[config.mk]
export PLATFORM = sky130hd
export DESIGN_NAME = hsv_to_rgb_converter_flat
export DESIGN_NICKNAME = d
export VERILOG_FILES = /design/src/design/hsv2rgb_pkg.sv /design/src/design/hsv2rgb_if.sv /design/src/design/hsv2rgb_front.sv /design/src/design/hsv2rgb_scale.sv /design/src/design/hsv2rgb_mix.sv /design/src/design/hsv_to_rgb_converter.sv /design/src/flat_wrapper.sv
export VERILOG_INCLUDE_DIRS = /design/src /design/src/design
export SDC_FILE = /design/constraint.sdc
export NUM_CORES = 2
export LEC_CHECK = 0
export ABC_CLOCK_PERIOD_IN_PS = 7100
export BUFFER_PORTS_ARGS = -buffer_cell sky130_fd_sc_hd__buf_2
export CELL_PAD_IN_SITES_DETAIL_PLACEMENT = 0
export CELL_PAD_IN_SITES_GLOBAL_PLACEMENT = 1
export CORE_UTILIZATION = 44
export CTS_CLUSTER_SIZE = 25
export DETAILED_ROUTE_END_ITERATION = 8
export GPL_TIMING_DRIVEN = 0
export PLACE_DENSITY_LB_ADDON = 0.1
export SLEW_MARGIN = 40
export SYNTH_ARGS = -nofsm -noshare
export SYNTH_HDL_FRONTEND = slang
export SYNTH_SLANG_ARGS = --single-unit
[constraint.sdc]
create_clock -name clk -period 7.1 [get_ports clk]
set_input_delay 0.71 -clock clk [delete_from_list [all_inputs] [get_ports clk]]
set_output_delay 0.71 -clock clk [all_outputs]
set_load 0.1 [all_outputs]
[src/design/hsv_to_rgb_converter_defines.svh]
// ----------------------------------------------------------------------------
// HSV to RGB converter assertion macros
// Shared concurrent assertion wrappers, empty when SYNTHESIS is defined.
// ----------------------------------------------------------------------------
`ifndef HSV_TO_RGB_CONVERTER_DEFINES_SVH
`define HSV_TO_RGB_CONVERTER_DEFINES_SVH

`ifndef SYNTHESIS
`define HSV2RGB_ASSERT(label, clk, rst, prop, msg) \
  label: assert property (@(posedge clk) disable iff (rst) prop) else $error(msg);
`define HSV2RGB_ASSERT_NORST(label, clk, prop, msg) \
  label: assert property (@(posedge clk) prop) else $error(msg);
`else
`define HSV2RGB_ASSERT(label, clk, rst, prop, msg)
`define HSV2RGB_ASSERT_NORST(label, clk, prop, msg)
`endif

`endif

[src/design/hsv2rgb_pkg.sv]
// ----------------------------------------------------------------------------
// HSV to RGB converter package
// Fixed-point formats, pipeline payload types and sextant codes.
// ----------------------------------------------------------------------------
package hsv2rgb_pkg;

  localparam int FRACTION_BITS = 12;
  localparam int HUE_W         = FRACTION_BITS;
  localparam int LEVEL_W       = FRACTION_BITS + 1;
  localparam int H6_W          = FRACTION_BITS + 3;
  localparam int SEXT_W        = 3;
  localparam int PROD_W        = 2 * FRACTION_BITS + 1;
  localparam int SPAN_W        = 3 * FRACTION_BITS + 1;
  localparam int CH_W          = 8;
  localparam int SUM_W         = CH_W + 1;

  localparam logic [LEVEL_W-1:0] ONE    = LEVEL_W'(1) << FRACTION_BITS;
  localparam logic [CH_W-1:0]    CH_MAX = '1;

  localparam logic [SEXT_W-1:0] SEXT_RED_YELLOW    = 3'd0;
  localparam logic [SEXT_W-1:0] SEXT_YELLOW_GREEN  = 3'd1;
  localparam logic [SEXT_W-1:0] SEXT_GREEN_CYAN    = 3'd2;
  localparam logic [SEXT_W-1:0] SEXT_CYAN_BLUE     = 3'd3;
  localparam logic [SEXT_W-1:0] SEXT_BLUE_MAGENTA  = 3'd4;
  localparam logic [SEXT_W-1:0] SEXT_MAGENTA_RED   = 3'd5;

  typedef struct packed {
    logic [SEXT_W-1:0]  sextant;
    logic [LEVEL_W-1:0] omd;
    logic [LEVEL_W-1:0] level;
    logic [PROD_W-1:0]  prod;
  } front_t;

  typedef struct packed {
    logic [SEXT_W-1:0] sextant;
    logic [CH_W-1:0]   m;
    logic [SUM_W-1:0]  c0;
    logic [SPAN_W-1:0] px;
  } scale_t;

endpackage

[src/design/hsv2rgb_if.sv]
// ----------------------------------------------------------------------------
// HSV to RGB converter channel interfaces
// Valid/ready channels for the HSV input and the RGB output.
// ----------------------------------------------------------------------------
interface hsv2rgb_in_if;
  logic                               valid;
  logic                               ready;
  logic [hsv2rgb_pkg::HUE_W-1:0]      hue;
  logic [hsv2rgb_pkg::LEVEL_W-1:0]    saturation;
  logic [hsv2rgb_pkg::LEVEL_W-1:0]    brightness;

  modport source(output valid, hue, saturation, brightness, input ready);
  modport sink(input valid, hue, saturation, brightness, output ready);
endinterface

interface hsv2rgb_out_if;
  logic                            valid;
  logic                            ready;
  logic [hsv2rgb_pkg::CH_W-1:0]    red;
  logic [hsv2rgb_pkg::CH_W-1:0]    green;
  logic [hsv2rgb_pkg::CH_W-1:0]    blue;

  modport source(output valid, red, green, blue, input ready);
  modport sink(input valid, red, green, blue, output ready);
endinterface

[src/design/hsv2rgb_front.sv]
// ----------------------------------------------------------------------------
// HSV to RGB converter front stages
// Clamps the levels, splits hue into sextant and ramp, then forms chroma.
// ----------------------------------------------------------------------------
`include "hsv_to_rgb_converter_defines.svh"

module hsv2rgb_front (
  input  logic                 clk,
  input  logic                 rst,
  hsv2rgb_in_if.sink           hsv,
  output logic                 valid,
  input  logic                 ready,
  output hsv2rgb_pkg::front_t  data
);

  logic [hsv2rgb_pkg::H6_W-1:0]          h6;
  logic [hsv2rgb_pkg::FRACTION_BITS-1:0] low;
  logic [hsv2rgb_pkg::SEXT_W-1:0]        sextant_c;
  logic [hsv2rgb_pkg::LEVEL_W-1:0]       omd_c;
  logic [hsv2rgb_pkg::LEVEL_W-1:0]       sat_c;
  logic [hsv2rgb_pkg::LEVEL_W-1:0]       bright_c;
  logic [2*hsv2rgb_pkg::LEVEL_W-1:0]     prod_full;

  logic                            v1;
  logic                            ready1;
  logic                            ready2;
  logic [hsv2rgb_pkg::SEXT_W-1:0]  sextant1;
  logic [hsv2rgb_pkg::LEVEL_W-1:0] omd1;
  logic [hsv2rgb_pkg::LEVEL_W-1:0] sat1;
  logic [hsv2rgb_pkg::LEVEL_W-1:0] bright1;

  always_comb begin
    h6 = (hsv2rgb_pkg::H6_W'(hsv.hue) << 2) + (hsv2rgb_pkg::H6_W'(hsv.hue) << 1);
    low = h6[hsv2rgb_pkg::FRACTION_BITS-1:0];
    sextant_c = h6[hsv2rgb_pkg::H6_W-1:hsv2rgb_pkg::FRACTION_BITS];
    if (sextant_c[0]) begin
      omd_c = hsv2rgb_pkg::ONE - hsv2rgb_pkg::LEVEL_W'(low);
    end else begin
      omd_c = hsv2rgb_pkg::LEVEL_W'(low);
    end
    sat_c = (hsv.saturation > hsv2rgb_pkg::ONE) ? hsv2rgb_pkg::ONE : hsv.saturation;
    bright_c = (hsv.brightness > hsv2rgb_pkg::ONE) ? hsv2rgb_pkg::ONE : hsv.brightness;
    prod_full = bright1 * sat1;
  end

  assign ready2 = !valid || ready;
  assign ready1 = !v1 || ready2;
  assign hsv.ready = ready1;

  always_ff @(posedge clk) begin
    if (rst) begin
      v1 <= 1'b0;
    end else if (ready1) begin
      v1 <= hsv.valid;
    end
    if (ready1 && hsv.valid) begin
      sextant1 <= sextant_c;
      omd1 <= omd_c;
      sat1 <= sat_c;
      bright1 <= bright_c;
    end
  end

  always_ff @(posedge clk) begin
    if (rst) begin
      valid <= 1'b0;
    end else if (ready2) begin
      valid <= v1;
    end
    if (ready2 && v1) begin
      data.sextant <= sextant1;
      data.omd <= omd1;
      data.level <= bright1;
      data.prod <= prod_full[hsv2rgb_pkg::PROD_W-1:0];
    end
  end

  `HSV2RGB_ASSERT(a_front_ranges, clk, rst, v1 |-> (sextant1 <= hsv2rgb_pkg::SEXT_MAGENTA_RED && omd1 <= hsv2rgb_pkg::ONE && sat1 <= hsv2rgb_pkg::ONE), "front stage value out of range")

endmodule

[src/design/hsv2rgb_scale.sv]
// ----------------------------------------------------------------------------
// HSV to RGB converter scaling stage
// Scales minimum and chroma to 0..255 and forms the ramp product.
// ----------------------------------------------------------------------------
`include "hsv_to_rgb_converter_defines.svh"

module hsv2rgb_scale (
  input  logic                 clk,
  input  logic                 rst,
  input  logic                 in_valid,
  output logic                 in_ready,
  input  hsv2rgb_pkg::front_t  in_data,
  output logic                 valid,
  input  logic                 ready,
  output hsv2rgb_pkg::scale_t  data
);

  localparam int MUL_W = hsv2rgb_pkg::PROD_W + hsv2rgb_pkg::CH_W;
  localparam int SH    = 2 * hsv2rgb_pkg::FRACTION_BITS;

  logic [hsv2rgb_pkg::PROD_W-1:0]                       mnum;
  logic [MUL_W-1:0]                                     m_scaled;
  logic [MUL_W-1:0]                                     c_scaled;
  logic [hsv2rgb_pkg::SUM_W-1:0]                        m9;
  logic [hsv2rgb_pkg::PROD_W+hsv2rgb_pkg::LEVEL_W-1:0]  px_full;

  always_comb begin
    mnum = {in_data.level, {hsv2rgb_pkg::FRACTION_BITS{1'b0}}} - in_data.prod;
    m_scaled = (MUL_W'(mnum) << hsv2rgb_pkg::CH_W) - MUL_W'(mnum) + (MUL_W'(1) << (SH - 1));
    c_scaled = (MUL_W'(in_data.prod) << hsv2rgb_pkg::CH_W) - MUL_W'(in_data.prod)
               + (MUL_W'(1) << (SH - 1));
    m9 = m_scaled[MUL_W-1:SH];
    px_full = in_data.prod * in_data.omd;
  end

  assign in_ready = !valid || ready;

  always_ff @(posedge clk) begin
    if (rst) begin
      valid <= 1'b0;
    end else if (in_ready) begin
      valid <= in_valid;
    end
    if (in_ready && in_valid) begin
      data.sextant <= in_data.sextant;
      data.m <= (m9 > hsv2rgb_pkg::SUM_W'(hsv2rgb_pkg::CH_MAX)) ? hsv2rgb_pkg::CH_MAX
                                                                : m9[hsv2rgb_pkg::CH_W-1:0];
      data.c0 <= c_scaled[MUL_W-1:SH];
      data.px <= px_full[hsv2rgb_pkg::SPAN_W-1:0];
    end
  end

  `HSV2RGB_ASSERT(a_scale_chroma, clk, rst, valid |-> (data.c0 <= hsv2rgb_pkg::SUM_W'(hsv2rgb_pkg::CH_MAX)), "scaled chroma above full scale")

endmodule

[src/design/hsv2rgb_mix.sv]
// ----------------------------------------------------------------------------
// HSV to RGB converter output stage
// Scales the ramp term, saturates the sums and routes channels by sextant.
// ----------------------------------------------------------------------------
`include "hsv_to_rgb_converter_defines.svh"

module hsv2rgb_mix (
  input  logic                 clk,
  input  logic                 rst,
  input  logic                 in_valid,
  output logic                 in_ready,
  input  hsv2rgb_pkg::scale_t  in_data,
  hsv2rgb_out_if.source        rgb
);

  localparam int XMUL_W = hsv2rgb_pkg::SPAN_W + hsv2rgb_pkg::CH_W;
  localparam int XSH    = 3 * hsv2rgb_pkg::FRACTION_BITS;

  logic [XMUL_W-1:0]              x_scaled;
  logic [hsv2rgb_pkg::SUM_W-1:0]  x0;
  logic [hsv2rgb_pkg::SUM_W:0]    c_sum;
  logic [hsv2rgb_pkg::SUM_W:0]    x_sum;
  logic [hsv2rgb_pkg::CH_W-1:0]   c_ch;
  logic [hsv2rgb_pkg::CH_W-1:0]   x_ch;
  logic [hsv2rgb_pkg::CH_W-1:0]   m_ch;
  logic [hsv2rgb_pkg::CH_W-1:0]   red_next;
  logic [hsv2rgb_pkg::CH_W-1:0]   green_next;
  logic [hsv2rgb_pkg::CH_W-1:0]   blue_next;

  logic                           valid;
  logic [hsv2rgb_pkg::CH_W-1:0]   red;
  logic [hsv2rgb_pkg::CH_W-1:0]   green;
  logic [hsv2rgb_pkg::CH_W-1:0]   blue;

  always_comb begin
    x_scaled = (XMUL_W'(in_data.px) << hsv2rgb_pkg::CH_W) - XMUL_W'(in_data.px)
               + (XMUL_W'(1) << (XSH - 1));
    x0 = x_scaled[XMUL_W-1:XSH];
    m_ch = in_data.m;
    c_sum = (hsv2rgb_pkg::SUM_W+1)'(in_data.m) + (hsv2rgb_pkg::SUM_W+1)'(in_data.c0);
    x_sum = (hsv2rgb_pkg::SUM_W+1)'(in_data.m) + (hsv2rgb_pkg::SUM_W+1)'(x0);
    c_ch = (c_sum > (hsv2rgb_pkg::SUM_W+1)'(hsv2rgb_pkg::CH_MAX)) ? hsv2rgb_pkg::CH_MAX
                                                                   : c_sum[hsv2rgb_pkg::CH_W-1:0];
    x_ch = (x_sum > (hsv2rgb_pkg::SUM_W+1)'(hsv2rgb_pkg::CH_MAX)) ? hsv2rgb_pkg::CH_MAX
                                                                   : x_sum[hsv2rgb_pkg::CH_W-1:0];
    case (in_data.sextant)
      hsv2rgb_pkg::SEXT_RED_YELLOW: begin
        red_next = c_ch;
        green_next = x_ch;
        blue_next = m_ch;
      end
      hsv2rgb_pkg::SEXT_YELLOW_GREEN: begin
        red_next = x_ch;
        green_next = c_ch;
        blue_next = m_ch;
      end
      hsv2rgb_pkg::SEXT_GREEN_CYAN: begin
        red_next = m_ch;
        green_next = c_ch;
        blue_next = x_ch;
      end
      hsv2rgb_pkg::SEXT_CYAN_BLUE: begin
        red_next = m_ch;
        green_next = x_ch;
        blue_next = c_ch;
      end
      hsv2rgb_pkg::SEXT_BLUE_MAGENTA: begin
        red_next = x_ch;
        green_next = m_ch;
        blue_next = c_ch;
      end
      default: begin
        red_next = c_ch;
        green_next = m_ch;
        blue_next = x_ch;
      end
    endcase
  end

  assign in_ready = !valid || rgb.ready;
  assign rgb.valid = valid;
  assign rgb.red = red;
  assign rgb.green = green;
  assign rgb.blue = blue;

  always_ff @(posedge clk) begin
    if (rst) begin
      valid <= 1'b0;
    end else if (in_ready) begin
      valid <= in_valid;
    end
    if (in_ready && in_valid) begin
      red <= red_next;
      green <= green_next;
      blue <= blue_next;
    end
  end

  `HSV2RGB_ASSERT_NORST(a_mix_reset, clk, rst |=> !valid, "output valid after reset")
  `HSV2RGB_ASSERT(a_mix_load, clk, rst, (in_valid && in_ready) |=> valid, "accepted transaction not presented")

endmodule

[src/design/hsv_to_rgb_converter.sv]
// ----------------------------------------------------------------------------
// HSV to RGB converter
// Fixed-point hue, saturation and brightness to 8-bit red, green and blue.
// ----------------------------------------------------------------------------
// The hsv channel takes one transaction of hue (12-bit fraction of a turn),
// saturation and brightness (0 to 4096 for 0 to 1; larger values clamp to
// full). The rgb channel returns one transaction of red, green and blue.
// Both channels use valid/ready; a transaction moves when both are high.
// The datapath is a four-stage pipeline: input clamp and hue split,
// chroma multiply, scaling with the ramp multiply, then channel routing into
// the output register, which presents each result on rgb. One transaction per
// cycle is sustained while rgb.ready stays high.
// Each stage holds its own valid bit and loads whenever it is empty or the
// next stage loads, so a stall on rgb fills the empty stages first and then
// deasserts hsv.ready; nothing is dropped or repeated.
// Synchronous reset clears every stage valid bit; data registers are not
// cleared.
// ----------------------------------------------------------------------------
module hsv_to_rgb_converter (
  input  logic           clk,
  input  logic           rst,
  hsv2rgb_in_if.sink     hsv,
  hsv2rgb_out_if.source  rgb
);

  logic                 front_valid;
  logic                 front_ready;
  hsv2rgb_pkg::front_t  front_data;
  logic                 scale_valid;
  logic                 scale_ready;
  hsv2rgb_pkg::scale_t  scale_data;

  hsv2rgb_front u_front (
    .clk   (clk),
    .rst   (rst),
    .hsv   (hsv),
    .valid (front_valid),
    .ready (front_ready),
    .data  (front_data)
  );

  hsv2rgb_scale u_scale (
    .clk      (clk),
    .rst      (rst),
    .in_valid (front_valid),
    .in_ready (front_ready),
    .in_data  (front_data),
    .valid    (scale_valid),
    .ready    (scale_ready),
    .data     (scale_data)
  );

  hsv2rgb_mix u_mix (
    .clk      (clk),
    .rst      (rst),
    .in_valid (scale_valid),
    .in_ready (scale_ready),
    .in_data  (scale_data),
    .rgb      (rgb)
  );

endmodule
[src/flat_wrapper.sv]
// flat-port wrapper written by rule: the top's interface ports become plain ports
module hsv_to_rgb_converter_flat 
  (clk, rst, hsv_valid, hsv_hue, hsv_saturation, hsv_brightness, hsv_ready, rgb_valid, rgb_red, rgb_green, rgb_blue, rgb_ready);
  hsv2rgb_in_if hsv_i ();
  hsv2rgb_out_if rgb_i ();
  input  logic clk;
  input  logic rst;
  input wire logic [$bits(hsv_i.valid)-1:0] hsv_valid;
  input wire logic [$bits(hsv_i.hue)-1:0] hsv_hue;
  input wire logic [$bits(hsv_i.saturation)-1:0] hsv_saturation;
  input wire logic [$bits(hsv_i.brightness)-1:0] hsv_brightness;
  output wire logic [$bits(hsv_i.ready)-1:0] hsv_ready;
  output wire logic [$bits(rgb_i.valid)-1:0] rgb_valid;
  output wire logic [$bits(rgb_i.red)-1:0] rgb_red;
  output wire logic [$bits(rgb_i.green)-1:0] rgb_green;
  output wire logic [$bits(rgb_i.blue)-1:0] rgb_blue;
  input wire logic [$bits(rgb_i.ready)-1:0] rgb_ready;
  assign hsv_i.valid = hsv_valid;
  assign hsv_i.hue = hsv_hue;
  assign hsv_i.saturation = hsv_saturation;
  assign hsv_i.brightness = hsv_brightness;
  assign hsv_ready = hsv_i.ready;
  assign rgb_valid = rgb_i.valid;
  assign rgb_red = rgb_i.red;
  assign rgb_green = rgb_i.green;
  assign rgb_blue = rgb_i.blue;
  assign rgb_i.ready = rgb_ready;
  hsv_to_rgb_converter u_core (.clk(clk), .rst(rst), .hsv(hsv_i), .rgb(rgb_i));
endmodule
Word level (Yosys, flattened, before mapping). Index checks and enable logic that the tools add are counted.

Add/subtract/negate cells: 11. Multiply operators: 2. Magnitude comparators: 5. Eq/ne operators: 4. Muxes and demuxes: 6. Reduce and logical (&&, ||, !) cells: 19.

Operator list (count): $add 33x24->33 const B (2); $sub 33x25->33 (2); $pmux 8 s2 (3); $add 45x36->45 const B (1); $sub 45x37->45 (1); $mul 25x13->37 (1); $gt 13x13->1 const B (2); $mul 13x13->25 (1); $sub 25x25->25 (1); $add 8x9->10 (2); $gt 10x8->1 const B (2); $mux 8 (2); $add 14x13->15 (1); $sub 13x12->13 const A (1); $mux 12 (1); $reduce_or 2->1 (6); $gt 9x8->1 const B (1); $eq 3x2->1 const B (2); $logic_and 1x1->1 (4); $logic_not 1->1 (4); $logic_or 1x1->1 (4); $eq 3x1->1 const B (1); $eq 3x3->1 const B (1); $logic_not 3->1 (1).

Register bits: 181. Input port bits: 42. Output and inout port bits: 26. Word-level logic and storage cells: 67.

Depth between registers and ports, before layout.
Depth after elaboration: 6. Gate-level depth with buffers: 25. Depth with buffers taken out: 24.

Cells and area by module. From an unflattened synthesis, not the netlist that was laid out.

Cells, all modules: 3041. Area total of the unflattened synthesis: 28419.8 um^2.

By module, submodules not included: hsv2rgb_scale (instances 1, cells an instance 1632, area each 14836.7 um^2, sequential area each 1731.7 um^2); hsv2rgb_front (instances 1, cells an instance 937, area each 9609.2 um^2, sequential area each 2862.7 um^2); hsv2rgb_mix (instances 1, cells an instance 472, area each 3973.8 um^2, sequential area each 740.7 um^2).

Worst setup path after synthesis. Ideal clock, no wire load.

Kind: register -> register. From: reg u_core.u_front.data[3] in the netlist's numbering. To: reg u_core.u_scale.data[36] in the netlist's numbering (data pin). Setup time: 259 ps. Arrival time: 5894 ps. Required time: 6841 ps. Setup slack: 947 ps. Cell stages (with the launch flop): 22. Buffers on the path: 3. Period minus slack after synthesis: 6153 ps. Cells stage by stage: edfxtp_1 > clkbuf_1 > clkbuf_1 > nand2_1 > fa_1 > inv_1 > fa_1 > fa_1 > fa_1 > fa_1 > ha_1 > clkbuf_1 > a211oi_1 > o21ai_0 > a21o_1 > a221o_1 > nand3_1 > a31oi_1 > o41a_1 > a211oi_1 > a21oi_1 > xnor2_1.

Cells in the longest elaborated chain, start to end: 1.

Ends and longest elaborated chain: start: declaration (line hsv2rgb_front.sv:13) `output hsv2rgb_pkg::front_t data`; $mul 25x13->37 (line hsv2rgb_scale.sv:33) `px_full = in_data.prod * in_data.omd;`; via u_core.u_scale.px_full, one bit (line hsv2rgb_scale.sv:25) `logic [hsv2rgb_pkg::PROD_W+hsv2rgb_pkg::LEVEL_W-1:0] px_full;`; end: declaration (line hsv2rgb_scale.sv:15) `output hsv2rgb_pkg::scale_t data`.

The timed path passes the listed nets, and every way through them passes these cells. A chain may end at the register's enable or synchronous reset.

Worst setup path after layout.
From: reg u_core.u_front.data[44] in the netlist's numbering. To: reg u_core.u_scale.data[36] in the netlist's numbering (data pin).

Same word-level chain as after synthesis.

==> flow_metrics.tcl <==
set metrics [dict create \
    fin_nets 3581 \
    finalWirelength_um 66640 \
    drt_iter0_drc 1001 \
    synth_xor_area_frac 0.04364 \
    syn_avg_cell_area_um2 9.557 \
    synth_mux_area_frac 0.001191 \
    grt_max_degree 25 \
    placedCellCount 3596 \
    yosys.area.top_type "fa_1" \
    cp-start-kind "flop" \
    path_clk_slew_ns 0.08 \
    netlist_top_cells_area "fa_1, edfxtp_1, ha_1" \
    end_kind "flop" \
    gr-total-overflow 0 \
    maxSlewHeadroom 0.4462 \
    yosys.area_share.simple 0.1416 \
    cp_max_fo 10 \
    ant_nets 0 \
    worstHoldStart "rst" \
    r2r-start "u_core.u_front.data[44]" \
    area_growth_pct 8.014 \
    synth_seq_cells 178 \
    reg2reg_to "u_core.u_scale.data[36]" \
    synth_seq_area_share 0.2020 \
    cts_sinks 178 \
    status "finished, violations left" \
    synthDistinctLibCells 72 \
    synth_top_family_by_area "adder cells" \
    grt_pass1_vias 19640 \
    synth_flop_cell "edfxtp_1" \
    critical_path_class "flop to flop" \
    multi_input_area_um2 18760 \
    synth_async_sr_flop_share 0 \
    fin_cells 3621 \
    yosys_warnings 0 \
    fin_crit_ns 6.998 \
    synth_edf_count 174 \
    vias 18800 \
    syn_area_um2 26260 \
    synth_fa_ha_area_frac 0.4363 \
    cp.required_ns 7.35 \
    fin_skew_ns 0.02620 \
    wl_per_cell_um 18.40 \
    viasPerCell 5.193 \
    antenna_cells 0 \
    dp.final_hpwl_um 56930 \
    place_congestion 0.8867 \
    crit_path_start "u_core.u_front.data[44]" \
    violations "design-rule violations" \
    postCtsHoldBufs 0 \
    worst_pin_slew_ns 0.8286 \
    netlist.area_leader.share 0.2691 \
    regArea_um2 5305 \
    fin_util 0.4806 \
    drive_above_1_share 0.05232 \
    maxSlewViolCount 0 \
    drv_cap 0 \
    clock.fmax_mhz 142.9 \
    cp.arrival_ns 7.25 \
    fillerInstances 5624 \
    hold_class "primary input to flop" \
    rows 89 \
    setup_viol 0 \
    synth-compound-area-share 0.08943 \
    clk_path_buf_depth 2 \
    numCtsBuffers 17 \
    syn-num-nets 3494 \
    ios 68 \
    r2r_slack_ns 0.10 \
    die_area_um2 60670 \
    clk_latency_ns 0.52 \
    htree_levels 4 \
    antenna_found_initial 1 \
    grt_use_total 0.2297 \
    core_area_um2 59020 \
    cts_tree "done" \
    rr_worst_depth 20 \
    numPortBuffers 67 \
    cts_root_buf "clkbuf_16" \
    endpoint "u_core.u_scale.data[36]" \
    dr.pass1.iters 7 \
    synth_cells 2748 \
    post-route-period-util 0.9856 \
    dieWidth_um 246.3 \
    grt_first_pass_wirelength_um 106000 \
    drcViolationCount 2 \
    hold_viol 0 \
    die-height_um 246.3 \
    rsz0062_at_grt "yes" \
    start_util 0.4450 \
]
-- critical path, stage by stage (launching register included) --
cell and delay (ns):
edfxtp_1 0.69, buf_2 0.38, nand2_1 0.13, fa_1 0.53, fa_1 0.51, inv_1 0.04
fa_1 0.48, inv_1 0.06, fa_1 0.53, inv_1 0.06, fa_1 0.57, ha_1 0.29
or2_1 0.29, o311a_1 0.40, a221o_1 0.41, nand3_1 0.16, a31oi_1 0.15, o41a_1 0.37
a211oi_1 0.38, a21oi_1 0.14, xnor2_1 0.16
-- cells by family (layout without fill, tap and decap cells) --
logic type	count (synthesis)	in the layout
multiplexers	3	3
buffers and inverters	599	699
adder cells (fa/ha/maj)	704	704
AO/OA/AOI/OAI	354	354
flip-flops	178	178
AND/OR/NAND/NOR	780	780
XOR/XNOR	130	130
-- layout make-up --
cell class / instances / share of cell area
sequential: 178 / 0.1870
inverter: 496 / 0.06563
clock buffer: 18 / 0.01513
tap: 773 / 0.03410
multi-input combinational: 1971 / 0.6615
buffer: 93 / 0.01310
clock inverter: 14 / 0.005822
timing repair buffer: 78 / 0.01773
-- stage by stage --
step	hold slack (ns)	setup TNS (ns)	cell area, um2	setup slack, ns
3_5_place_dp	0.4063	-0.4266	27760	-0.3014
5_1_grt	0.3954	-0.1280	28370	-0.1280
6_report	0.4025	0	28370	0.1024
3_3_place_gp	0.4047	-0.4117	27560	-0.2838
2_1_floorplan	0.4003	0	26260	0.9469
4_1_cts	0.3703	0	28350	0.01379
-- state kept, by name, summed over array words and instances (netlist names), 3 cells and up --
signal	count
u_core.u_front.sextant1	3
u_core.u_front.omd1	12
u_core.u_mix.rgb.red	8
u_core.u_scale.data	56
u_core.u_front.data	53
u_core.u_front.bright1	13
u_core.u_mix.rgb.blue	8
u_core.u_front.sat1	13
u_core.u_mix.rgb.green	8
-- per-layer routing --
layer / GRT usage / routed length (um) / vias to the layer above
met5: 0 / 0 / -
met4: 0.07789 / 1915 / 0
met3: 0.02996 / 2312 / 83
met2: 0.3978 / 32550 / 380
met1: 0.2944 / 29860 / 9288
li1: - / - / 9053
-- cells in the final DEF, fill, tap and decap left out, types with 9 or more instances in the layout --
cell / netlist / routed
o21ai_0: 34 / 34
xnor2_1: 88 / 87
nand3_1: 23 / 23
nand2b_1: 14 / 14
a21o_1: 58 / 58
nand2_1: 382 / 382
xor2_1: 41 / 41
and3_1: 11 / 11
a31oi_1: 20 / 20
o21ai_1: 12 / 12
and2_1: 146 / 146
nor3_1: 24 / 24
ha_1: 351 / 351
clkbuf_2: 0 / 11
a211oi_1: 14 / 14
inv_1: 496 / 496
nor2b_1: 45 / 43
buf_2: 2 / 71
nand4_1: 13 / 13
nor2_1: 82 / 82
fa_1: 353 / 353
o21bai_1: 17 / 17
edfxtp_1: 174 / 174
clkbuf_16: 0 / 17
o21a_1: 17 / 17
a21oi_1: 104 / 103
or3_1: 10 / 10
clkbuf_1: 98 / 74
o22ai_1: 9 / 9
-- Yosys cell counts (12+ instances only) --
library cell	n
o21a_1	17
o21ai_0	34
nor2b_1	45
fa_1	353
nand4_1	13
a211oi_1	14
nor3_1	24
inv_1	496
nand2b_1	14
a21o_1	58
and2_1	146
edfxtp_1	174
ha_1	351
o21bai_1	17
xnor2_1	88
nor2_1	82
nand2_1	382
nand3_1	23
clkbuf_1	98
o21ai_1	12
xor2_1	41
a21oi_1	104
a31oi_1	20
-- worst min-delay path by stage --
stage / slack (ns) / endpoint / depth (start not counted)
2_1_floorplan: 0.40 / u_core.u_front.data[39] / 0
3_3_place_gp: 0.40 / u_core.u_front.data[48] / 0
3_5_place_dp: 0.41 / u_core.u_front.data[47] / 0
4_1_cts: 0.37 / u_core.u_front.valid / 2
5_1_grt: 0.40 / u_core.u_front.valid / 2
6_report: 0.40 / u_core.u_front.v1 / 2
-- what timing repair did --
item	CTS	global route
resized for setup	7	17
endpoints found under the setup margin	2	10
setup buffers	1	2
Power is left out: the tool's default activity adds up to more than one toggle a clock period on the data nets, which glitch-free logic cannot reach.
